## config.mk

```make
export PLATFORM = sky130hd
export DESIGN_NAME = fpa_front
export DESIGN_NICKNAME = d
export VERILOG_FILES = /design/src/hdl/fpa_pkg.sv /design/src/hdl/fpa_front.sv
export SDC_FILE = /design/constraint.sdc
export NUM_CORES = 1
export LEC_CHECK = 0
export BUFFER_PORTS_ARGS = -buffer_cell sky130_fd_sc_hd__buf_2
export CELL_PAD_IN_SITES_DETAIL_PLACEMENT = 1
export CELL_PAD_IN_SITES_GLOBAL_PLACEMENT = 1
export CORE_UTILIZATION = 38
export CTS_CLUSTER_SIZE = 12
export DETAILED_ROUTE_END_ITERATION = 6
export GPL_TIMING_DRIVEN = 1
export PLACE_DENSITY_LB_ADDON = 0.1
export SYNTH_ARGS = -nofsm -noshare
export SYNTH_HDL_FRONTEND = slang
export SYNTH_SLANG_ARGS = --single-unit
```

## constraint.sdc

```tcl
create_clock -name clock -period 6.2 [get_ports clock]
set_input_delay 0.31 -clock clock [delete_from_list [all_inputs] [get_ports clock]]
set_output_delay 0.31 -clock clock [all_outputs]
set_load 0.02 [all_outputs]
```

## src/hdl/fpa_pkg.sv

```systemverilog
package fpa_pkg;

   localparam int FRAC_BITS = 8;
   localparam int DW        = 33 + FRAC_BITS;  // divider dividend/quotient width
   localparam int QDEPTH    = 2;

   typedef enum logic [2:0] {
      MODE_ADD = 3'd0,
      MODE_SUB = 3'd1,
      MODE_MUL = 3'd2,
      MODE_DIV = 3'd3,
      MODE_MIN = 3'd4,
      MODE_MAX = 3'd5,
      MODE_INC = 3'd6,
      MODE_DEC = 3'd7
   } mode_type;

   typedef struct packed {
      mode_type           mode;
      logic signed [31:0] operand_a;
      logic signed [31:0] operand_b;
   } req_type;

   typedef struct packed {
      logic signed [31:0] result;
      logic               a_less;
      logic               a_equal;
      logic               a_greater;
      logic               overflow;
      logic               divide_by_zero;
   } rsp_type;

   typedef struct packed {
      mode_type           mode;
      logic signed [31:0] a;
      logic signed [31:0] b;
      logic               lt;
      logic               eq;
      logic               gt;
   } item_type;

   typedef struct packed {
      logic full;
      logic empty;
   } qstat_type;

   typedef struct packed {
      logic [31:0] res;
      logic        ovf;
   } sat_type;

   localparam logic [31:0] MAX32 = 32'h7FFF_FFFF;
   localparam logic [31:0] MIN32 = 32'h8000_0000;

   function automatic sat_type sat_add(input logic [32:0] s);
      sat_type r;
      r.ovf = s[32] ^ s[31];
      if (r.ovf) begin
         r.res = s[32] ? MIN32 : MAX32;
      end else begin
         r.res = s[31:0];
      end
      return r;
   endfunction

   function automatic sat_type sat_mag(input logic [63:0] mag, input logic neg);
      sat_type r;
      if (neg) begin
         r.ovf = mag > 64'h0000_0000_8000_0000;
         r.res = r.ovf ? MIN32 : 32'(-mag[31:0]);
      end else begin
         r.ovf = mag > 64'h0000_0000_7FFF_FFFF;
         r.res = r.ovf ? MAX32 : mag[31:0];
      end
      return r;
   endfunction

endpackage

```

## src/hdl/fpa_front.sv

```systemverilog
module fpa_front
   import fpa_pkg::*;
(
   input  logic      clock,
   input  logic      reset,
   input  logic      start,
   input  req_type   req_data,
   input  qstat_type qstat,
   output logic      busy,
   output logic      push,
   output item_type  push_item
);

   logic     valid_ff, valid_in;
   item_type item_ff, item_in;
   logic     accept;

   assign busy   = qstat.full && valid_ff;
   assign accept = start && !busy;

   always_comb begin
      valid_in       = accept;
      item_in.mode   = req_data.mode;
      item_in.a      = req_data.operand_a;
      item_in.b      = req_data.operand_b;
      item_in.lt     = req_data.operand_a <  req_data.operand_b;
      item_in.eq     = req_data.operand_a == req_data.operand_b;
      item_in.gt     = req_data.operand_a >  req_data.operand_b;
   end

   always_ff @(posedge clock) begin
      if (reset) begin
         valid_ff <= 1'b0;
      end else begin
         valid_ff <= valid_in;
      end
      if (accept) begin
         item_ff <= item_in;
      end
   end

   assign push      = valid_ff;
   assign push_item = item_ff;

endmodule

```

==> metrics.csv <==
metric,value,unit
synth_seq_cells,71,
r2r_slack,4320,ps
finalHoldViolCount,0,
drt-initial-drc-count,35,
cp_cell_sequence,"buf_2, inv_1, ha_1, and4_1, nand4_1, or3_1, a31oi_1, o21ai_0, and2_1",
grt_pass1_wl,10.1,mm
cts_tree,yes,
place_ws,3750,ps
grt_max_degree,59,
worst-r2r-cell-count,3,
p_total,1.07,mW
start_util,40.2,%
synth_cell_types,25,
start_kind,input port,
num_antenna_cells,0,
nets,449,
worst-setup-path-type,in -> reg,
rsz0062_at_grt,false,
tns,0,ps
fin_skew,8.04,ps
coreArea,0.00741,mm^2
synthToLayoutAreaGrowth,34.6,%
die-height,90.5,um
cts_setup_buffers,0,
worst-path-max-fanout,4,
grt_usage,16.1,%
setup_viol,0,
ioPinCount,144,
via_per_inst,4.56,
route.met3.wl,455,um
final_cell_mix,"buf_2, edfxtp_1, inv_1, ha_1, a21oi_1",
clockBufferDepth,2,
tightest_slew,733,ps
cts.htree.levels,3,
period_needed,2070,ps
r2r-end,push_item[1],
cts-root-buf,clkbuf_8,
die_x,90.5,um
min_path_type,in -> reg,
grt_pass1_vias,2116,
cts.sinks,71,
io_buffers,142,
clk-insertion-delay-late,340,ps
power_density,267,mW/mm^2
yosysWarnings,0,
ir_worst_vdd,0.000141,V
post_cts_resize_count,0,
met2_wirelength,3.10,mm
syn-num-nets,295,
fin_ws,4130,ps
cp.required,6290,ps
drc,0,
slowest_stage,or3_1,
mostFrequentLayoutCell,buf_2,
dr.pass1.iters,4,
rr_startpoint,push,
totalWireLength,6.29,mm
hold_buffers,0,
fin_crit_sh,33.4,%
holdWs,119,ps
num_vias,2047,
path_clk_slew,70,ps
num_rows,31,
die-area,0.00819,mm^2
startpoint,req_data[31],
place_hpwl,4.90,mm
overflow,0,
cts_buffers,9,
place_area,0.00382,mm^2
gp_congestion,0.715,
avgRoutedWirePerCell,14.0,um
drv_slew,0,
postRouteAntennaNets,0,
syn-cell-area,0.00298,mm^2
status,"complete, no violations",
endpoint,push_item[2],
max_cap_violations,0,
final_area,0.00401,mm^2
p_leak,1.90,nW
ys_seq_area_share,71.3,%
slew_headroom,51.1,%
layout-drive-gt1-share,46.3,%
syn_avg_cell_area,15.6,um^2
highest_layer,met4,
slowest_delay,430,ps
endpoint_kind,flop,
wl_met1,2.63,mm
cp.arrival,2160,ps
synth_cells,191,
max_freq,484,MHz
antenna_found_initial,0,
==> cell families (layout without fill, tap and decap cells) <==
family | count (synthesis) | in the layout | synth area share, %
compound gates | 25 | 25 | 5.42
fa+ha+maj | 32 | 32 | 13.5
buf+inv | 34 | 193 | 4.29
flops | 71 | 71 | 71.3
simple gates | 29 | 29 | 5.51
==> how the worst min path moves through the flow <==
stage               depth (start not counted)  start  endpoint
finish                                      2  reset      push
global route                                2  reset      push
CTS                                         2  reset      push
detailed placement                          2  reset      push
global placement                            2  reset      push
floorplan                                   1  reset      push
==> routing by layer <==
metal	track usage, %	vias to the layer above
li1	-	1014
met1	18.1	932
met2	28.0	90
met3	4.63	11
met4	7.26	0
met5	0	-
==> stage by stage <==
| step | cells | util, % |
|---|---|---|
| finish | 449 | 54.1 |
| floorplan | 191 | - |
| CTS | 449 | 54.1 |
| detailed placement | 433 | 51.6 |
| global route | 449 | 54.1 |
| global placement | 433 | 51.6 |
==> sequential cells by signal, summed over array words and instances, names as in the netlist <==
| register | count |
|---|---|
| push_item | 70 |
| push | 1 |
==> report_power, final <==
part	leakage, nW	total (mW)	internal, mW	switching, mW
sequential	0.687	0.567	0.561	0.00560
clock	0.0945	0.348	0.183	0.165
combinational	1.12	0.153	0.0577	0.0952
==> cell usage after synthesis <==
library cell	number	area share, %
edfxtp_1	70	71
inv_1	34	4.3
ha_1	32	13
a21oi_1	10	1.7
nand2_1	8	1.0
nand4_1	5	1.1
o21ai_0	5	0.84
nand2b_1	3	0.63
a21o_1	2	0.50
a21o_2	2	0.59
a221oi_1	2	0.59
and2_1	2	0.42
nand3_1	2	0.34
nor2b_1	2	0.42
or3_1	2	0.42
a221o_1	1	0.34
a221oi_2	1	0.50
a31oi_1	1	0.21
and2_2	1	0.25
and4_1	1	0.29
dfxtp_1	1	0.67
nor2_1	1	0.13
nor3_2	1	0.34
nor4_1	1	0.21
o21ai_1	1	0.17
==> critical path, delay by kind of cell <==
family,cells,cell delay (ps)
adder cells (fa/ha/maj),1,340
AO/OA/AOI/OAI,2,370
AND/OR/NAND/NOR,4,1000
buffers and inverters,2,130
==> final cells by class <==
class	instances	area [um^2]
Tap cell	99	124
Multi-Input combinational cell	86	733
Inverter	34	128
Sequential cell	71	2120
Clock inverter	5	48.8
Fill cell	817	3400
Clock buffer	11	131
Timing Repair Buffer	143	718
Power figures use the tool's default switching activity.
