===== config.mk =====
export PLATFORM = sky130hd
export DESIGN_NAME = fpa_queue
export DESIGN_NICKNAME = d
export VERILOG_FILES = /design/src/hdl/fpa_pkg.sv /design/src/hdl/fpa_queue.sv
export SDC_FILE = /design/constraint.sdc
export NUM_CORES = 1
export LEC_CHECK = 0
export ABC_AREA = 1
export ABC_CLOCK_PERIOD_IN_PS = 5240
export BUFFER_PORTS_ARGS = -buffer_cell sky130_fd_sc_hd__buf_2
export CORE_MARGIN = 3
export CORE_UTILIZATION = 45
export CTS_BUF_LIST = sky130_fd_sc_hd__clkbuf_8
export CTS_CLUSTER_DIAMETER = 200
export DETAILED_ROUTE_END_ITERATION = 6
export PLACE_DENSITY = 0.7
export SYNTH_ARGS = -nofsm -noshare
export SYNTH_HDL_FRONTEND = slang
export SYNTH_SLANG_ARGS = --single-unit

===== constraint.sdc =====
create_clock -name clock -period 5.24 [get_ports clock]
set_input_delay 0.786 -clock clock [delete_from_list [all_inputs] [get_ports clock]]
set_output_delay 0.786 -clock clock [all_outputs]
set_load 0.005 [all_outputs]

===== src/hdl/fpa_pkg.sv =====
package fpa_pkg;

   localparam int FRAC_BITS = 8;
   localparam int DW        = 33 + FRAC_BITS;  // divider dividend/quotient width
   localparam int QDEPTH    = 2;

   typedef enum logic [2:0] {
      MODE_ADD = 3'd0,
      MODE_SUB = 3'd1,
      MODE_MUL = 3'd2,
      MODE_DIV = 3'd3,
      MODE_MIN = 3'd4,
      MODE_MAX = 3'd5,
      MODE_INC = 3'd6,
      MODE_DEC = 3'd7
   } mode_type;

   typedef struct packed {
      mode_type           mode;
      logic signed [31:0] operand_a;
      logic signed [31:0] operand_b;
   } req_type;

   typedef struct packed {
      logic signed [31:0] result;
      logic               a_less;
      logic               a_equal;
      logic               a_greater;
      logic               overflow;
      logic               divide_by_zero;
   } rsp_type;

   typedef struct packed {
      mode_type           mode;
      logic signed [31:0] a;
      logic signed [31:0] b;
      logic               lt;
      logic               eq;
      logic               gt;
   } item_type;

   typedef struct packed {
      logic full;
      logic empty;
   } qstat_type;

   typedef struct packed {
      logic [31:0] res;
      logic        ovf;
   } sat_type;

   localparam logic [31:0] MAX32 = 32'h7FFF_FFFF;
   localparam logic [31:0] MIN32 = 32'h8000_0000;

   function automatic sat_type sat_add(input logic [32:0] s);
      sat_type r;
      r.ovf = s[32] ^ s[31];
      if (r.ovf) begin
         r.res = s[32] ? MIN32 : MAX32;
      end else begin
         r.res = s[31:0];
      end
      return r;
   endfunction

   function automatic sat_type sat_mag(input logic [63:0] mag, input logic neg);
      sat_type r;
      if (neg) begin
         r.ovf = mag > 64'h0000_0000_8000_0000;
         r.res = r.ovf ? MIN32 : 32'(-mag[31:0]);
      end else begin
         r.ovf = mag > 64'h0000_0000_7FFF_FFFF;
         r.res = r.ovf ? MAX32 : mag[31:0];
      end
      return r;
   endfunction

endpackage


===== src/hdl/fpa_queue.sv =====
module fpa_queue
   import fpa_pkg::*;
(
   input  logic      clock,
   input  logic      reset,
   input  logic      push,
   input  item_type  push_item,
   input  logic      pop,
   output item_type  pop_item,
   output qstat_type qstat
);

   localparam int AW = $clog2(QDEPTH);

   item_type        mem [QDEPTH];
   logic [AW-1:0]   wptr_ff, wptr_in, rptr_ff, rptr_in;
   logic [AW:0]     count_ff, count_in;
   logic            do_push, do_pop;

   assign qstat.full  = count_ff == (AW+1)'(QDEPTH);
   assign qstat.empty = count_ff == '0;
   assign do_pop      = pop && !qstat.empty;
   assign do_push     = push && (!qstat.full || do_pop);
   assign pop_item    = mem[rptr_ff];

   always_comb begin
      wptr_in  = do_push ? AW'((wptr_ff + 1'b1) % QDEPTH) : wptr_ff;
      rptr_in  = do_pop  ? AW'((rptr_ff + 1'b1) % QDEPTH) : rptr_ff;
      count_in = count_ff + (AW+1)'(do_push) - (AW+1)'(do_pop);
   end

   always_ff @(posedge clock) begin
      if (reset) begin
         wptr_ff  <= '0;
         rptr_ff  <= '0;
         count_ff <= '0;
      end else begin
         wptr_ff  <= wptr_in;
         rptr_ff  <= rptr_in;
         count_ff <= count_in;
      end
      if (do_push) begin
         mem[wptr_ff] <= push_item;
      end
   end

endmodule


==> flow_summary.rst <==
.. list-table::
   :header-rows: 1

   * - Metric
     - Value
   * - Outcome
     - finished, final reports clean
   * - Post-Synth Adder-Cell Area
     - 0.002207
   * - Warnings from Yosys
     - 0
   * - Filler Cells Inserted
     - 970
   * - Fin crit period
     - 3147 ps
   * - Buffers & Inverters on Critical Path
     - 2
   * - Min setup slack post-route
     - between 2000 and 2500 ps
   * - Die area
     - 13980 µm²
   * - Maximum single-stage delay on the critical path
     - just under 1000 ps
   * - Sequential element share of the synthesized area
     - 0.7592
   * - Main combinational cell family by area after synthesis
     - multiplexers
   * - Footprint of the multi-input gates
     - 1187 µm²
   * - Detailed-route wire length per cell
     - roughly 15 µm
   * - GRT Total Usage
     - 0.1383
   * - Via Count
     - 2787
   * - Critical path's slowest cell
     - sky130_fd_sc_hd__dfxtp_4
   * - DPL Wire Length
     - ~6300 µm
   * - Fmax
     - between 0.3 and 0.4 GHz
   * - Starting DRT DRC Count
     - around 150
   * - Start-to-end type of the worst setup path
     - flip-flop to primary output
   * - Cell-by-cell listing of the critical path
     - buf_4, mux2_4, buf_2
   * - Root cell of the clock tree
     - sky130_fd_sc_hd__clkbuf_8
   * - Mux contribution to synthesized area
     - 0.1854
   * - Area grow syn2layout
     - 21.67%
   * - Ports
     - 146
   * - Biggest area contributors in the synthesized netlist
     - sky130_fd_sc_hd__edfxtp_1, sky130_fd_sc_hd__mux2_4, sky130_fd_sc_hd__buf_12
   * - Endpoint of the most critical register-to-register path
     - mem[0][60]
   * - Critical path's top delay family
     - flip-flops
   * - Antenna violations before repair
     - 0
   * - Post-synthesis instance area
     - ~5700 µm²
   * - Predominant post-synthesis flop cell
     - sky130_fd_sc_hd__edfxtp_1
   * - Number of max-capacitance violations reported
     - 0
   * - Global route overflow
     - 0
   * - Number of global-route vias before repair
     - 2915
   * - Worst EP required
     - 4450 ps
   * - Leak pwr
     - 2.759 nW
   * - Asr flop ratio synth
     - 0
   * - Number of antenna cells inserted
     - 0
   * - Setup TNS after final layout
     - 0 ps
   * - Number of enable flip-flop cells after synthesis
     - 140
   * - Post-placement setup slack
     - ~2400 ps
   * - Number of clock sinks
     - 145
   * - Total power divided by cell area
     - 406.5 nW/µm²
   * - Routed WL
     - 9310 µm
   * - Post-DR vias/cell
     - 4.637
   * - Die X-Extent
     - 118.2 µm
   * - Worst-path fanout max
     - 50
   * - Seq. cell area
     - roughly 4300 µm²
   * - Post-CTS Setup Repair Bufs
     - 0
   * - Slew Viols, Final
     - 0
   * - Post-Synthesis Mean Instance Area
     - 21.72 µm²
   * - Pin count of the biggest net entering global routing
     - 51
   * - Number of nets in the layout
     - 495
   * - Cell depth of the worst hold path
     - 2
   * - Setup violators final
     - 0
   * - Hold buffer count at CTS
     - 0
   * - DRC violation count after routing
     - 0
   * - Clock insertion delay at the later pin of the skew report
     - around 420 ps
   * - Most frequently used cell type in the post-synthesis netlist
     - sky130_fd_sc_hd__edfxtp_1
   * - Depth of the worst register-to-register path
     - 6
   * - Clock Pin Slew Worst Setup and Hold Paths
     - 70 ps
   * - Placeable Area
     - 12160 µm²
   * - Commonest cells in the netlist
     - sky130_fd_sc_hd__edfxtp_1, sky130_fd_sc_hd__mux2_4, sky130_fd_sc_hd__nand2_1
   * - Peak supply drop
     - 0.1960 mV
   * - Clock Skew
     - 8.515 ps
   * - Hold Crit Class
     - flip-flop to flip-flop
   * - Row cnt
     - 40
   * - CTS tree
     - built
   * - Cell accounting for the most synthesized area
     - sky130_fd_sc_hd__edfxtp_1
   * - Startpoint of the lowest-slack register-to-register path
     - count_ff[1]
   * - Total of buffers placed on input and output ports
     - 145
   * - Count of cells resized by post-cts repair
     - 0
   * - Worst Setup End Kind
     - primary output
   * - Wire length of the first global-routing pass
     - 14830 µm
   * - Routability congestion estimate from global placement
     - between 0.7 and 0.8
   * - Setup repair after global routing missed its margin
     - false
   * - Net count after synthesis
     - 336
   * - Gate count after technology mapping
     - between 200 and 300
   * - Drt first pass iters
     - 4
   * - Critical path launch point type
     - flip-flop
   * - Normalized max-slew margin
     - 0.3733
   * - Initial cell density of the core
     - 0.4662
   * - Clock buffers created by TritonCTS
     - 17
   * - Die extent in y
     - about 120 µm
   * - Buffers from clock root to sink, at most
     - 2
   * - Synth Area in Compound Gates
     - 0.001766
   * - Final period util
     - 0.6006
   * - Arrival time of data at the critical path endpoint
     - roughly 2400 ps
   * - Min-Delay Startpoint
     - rptr_ff
   * - Post-synthesis share of cell area spent on xor and xnor gates
     - 0
   * - Crit. path cell count
     - 3
   * - Flip-flop and latch count after synthesis
     - 145
   * - Unique cell type count in the Yosys netlist
     - 14
   * - Number of routed nets with antenna violations
     - 0
   * - Area share of and/or/nand/nor cells after synthesis
     - 0.01876
   * - Yosys top cell area share
     - 0.7416
   * - Worst-Margin Slew
     - 940.1 ps
   * - H-tree level count
     - 4
   * - Reg-to-reg slack, setup
     - a little under 3000 ps
   * - Proportion of layout cells with a drive suffix above 1
     - 0.5751
   * - Count of endpoints failing hold in the final timing report
     - 0
[flip-flops by register name, indices dropped and copies added (netlist names), named ones only]
name / cells
count_ff: 2
mem: 140
rptr_ff: 1
wptr_ff: 1
[metal layers]
layer / up-vias / wire, µm / global-route usage
li1: 1323 / - / -
met4: 0 / 111 / 0.05128
met1: 1351 / 3936 / 0.1677
met5: - / 0 / 0
met2: 101 / 4567 / 0.2226
met3: 12 / 695 / 0.05694
[cells in the final DEF, fill, tap and decap left out]
master,n
sky130_fd_sc_hd__buf_2,145
sky130_fd_sc_hd__edfxtp_1,140
sky130_fd_sc_hd__mux2_4,70
sky130_fd_sc_hd__clkbuf_8,17
sky130_fd_sc_hd__nand2_1,11
sky130_fd_sc_hd__nor2_1,9
sky130_fd_sc_hd__inv_1,9
sky130_fd_sc_hd__bufinv_16,4
sky130_fd_sc_hd__clkinv_1,4
sky130_fd_sc_hd__dfxtp_1,4
sky130_fd_sc_hd__nand3_1,3
sky130_fd_sc_hd__clkinv_2,3
sky130_fd_sc_hd__clkinvlp_4,3
sky130_fd_sc_hd__buf_4,3
sky130_fd_sc_hd__a21oi_1,2
sky130_fd_sc_hd__inv_2,1
sky130_fd_sc_hd__nor2_2,1
sky130_fd_sc_hd__or2_1,1
sky130_fd_sc_hd__nor2_4,1
sky130_fd_sc_hd__ha_1,1
sky130_fd_sc_hd__dfxtp_4,1
[report_power, final]
group | internal (mW) | switching, mW
sequential | 1.38 | 0.0711
combinational | 0.280 | 0.185
clock | 0.507 | 0.383
[worst min-delay path: stages, from the launching register on]
cell	delay [ps]
sky130_fd_sc_hd__dfxtp_1	330
sky130_fd_sc_hd__nor2_1	60
sky130_fd_sc_hd__nor2_1	90
[per-stage QoR]
stage / cells / power, mW / hold slack (ps) / area (µm²) / utilization
2_1_floorplan: 261 / 1.809 / 466.9 / 5669 / -
3_3_place_gp: 569 / 1.941 / 476.5 / 6489 / 0.5335
3_5_place_dp: 569 / 1.952 / 499.5 / 6489 / 0.5335
4_1_cts: 601 / 2.846 / 516.1 / 6898 / 0.5672
5_1_grt: 601 / 2.940 / 511.7 / 6898 / 0.5672
6_report: 601 / 2.804 / 517.3 / 6898 / 0.5672
[how the worst max path moves through the flow]
stage	slack, ps	to	startpoint
after floorplan	840	mem[0][0]	pop
after global placement	2410	mem[0][67]	pop
after detailed placement	2370	mem[0][4]	pop
after CTS	2000	pop_item[23]	flip-flop
after global routing	1920	pop_item[38]	flip-flop
final	2090	pop_item[15]	flip-flop
[cell type report]
type,count,share of cell area
Multi-Input combinational cell,99,0.1721
Sequential cell,145,0.6245
Tap cell,168,0.03047
Clock buffer,17,0.03392
Inverter,9,0.005079
Timing Repair Buffer,148,0.1085
Clock inverter,15,0.02539
[logic make-up (layout without fill, tap and decap cells)]
group,Yosys count,count (layout)
adders and majority gates,1,1
and+or+nand+nor,26,26
muxes,70,70
DFF,145,145
AOI/OAI and AO/OA,2,2
buffers and inverters,17,189
No activity file was read; power rests on OpenSTA's default activity.
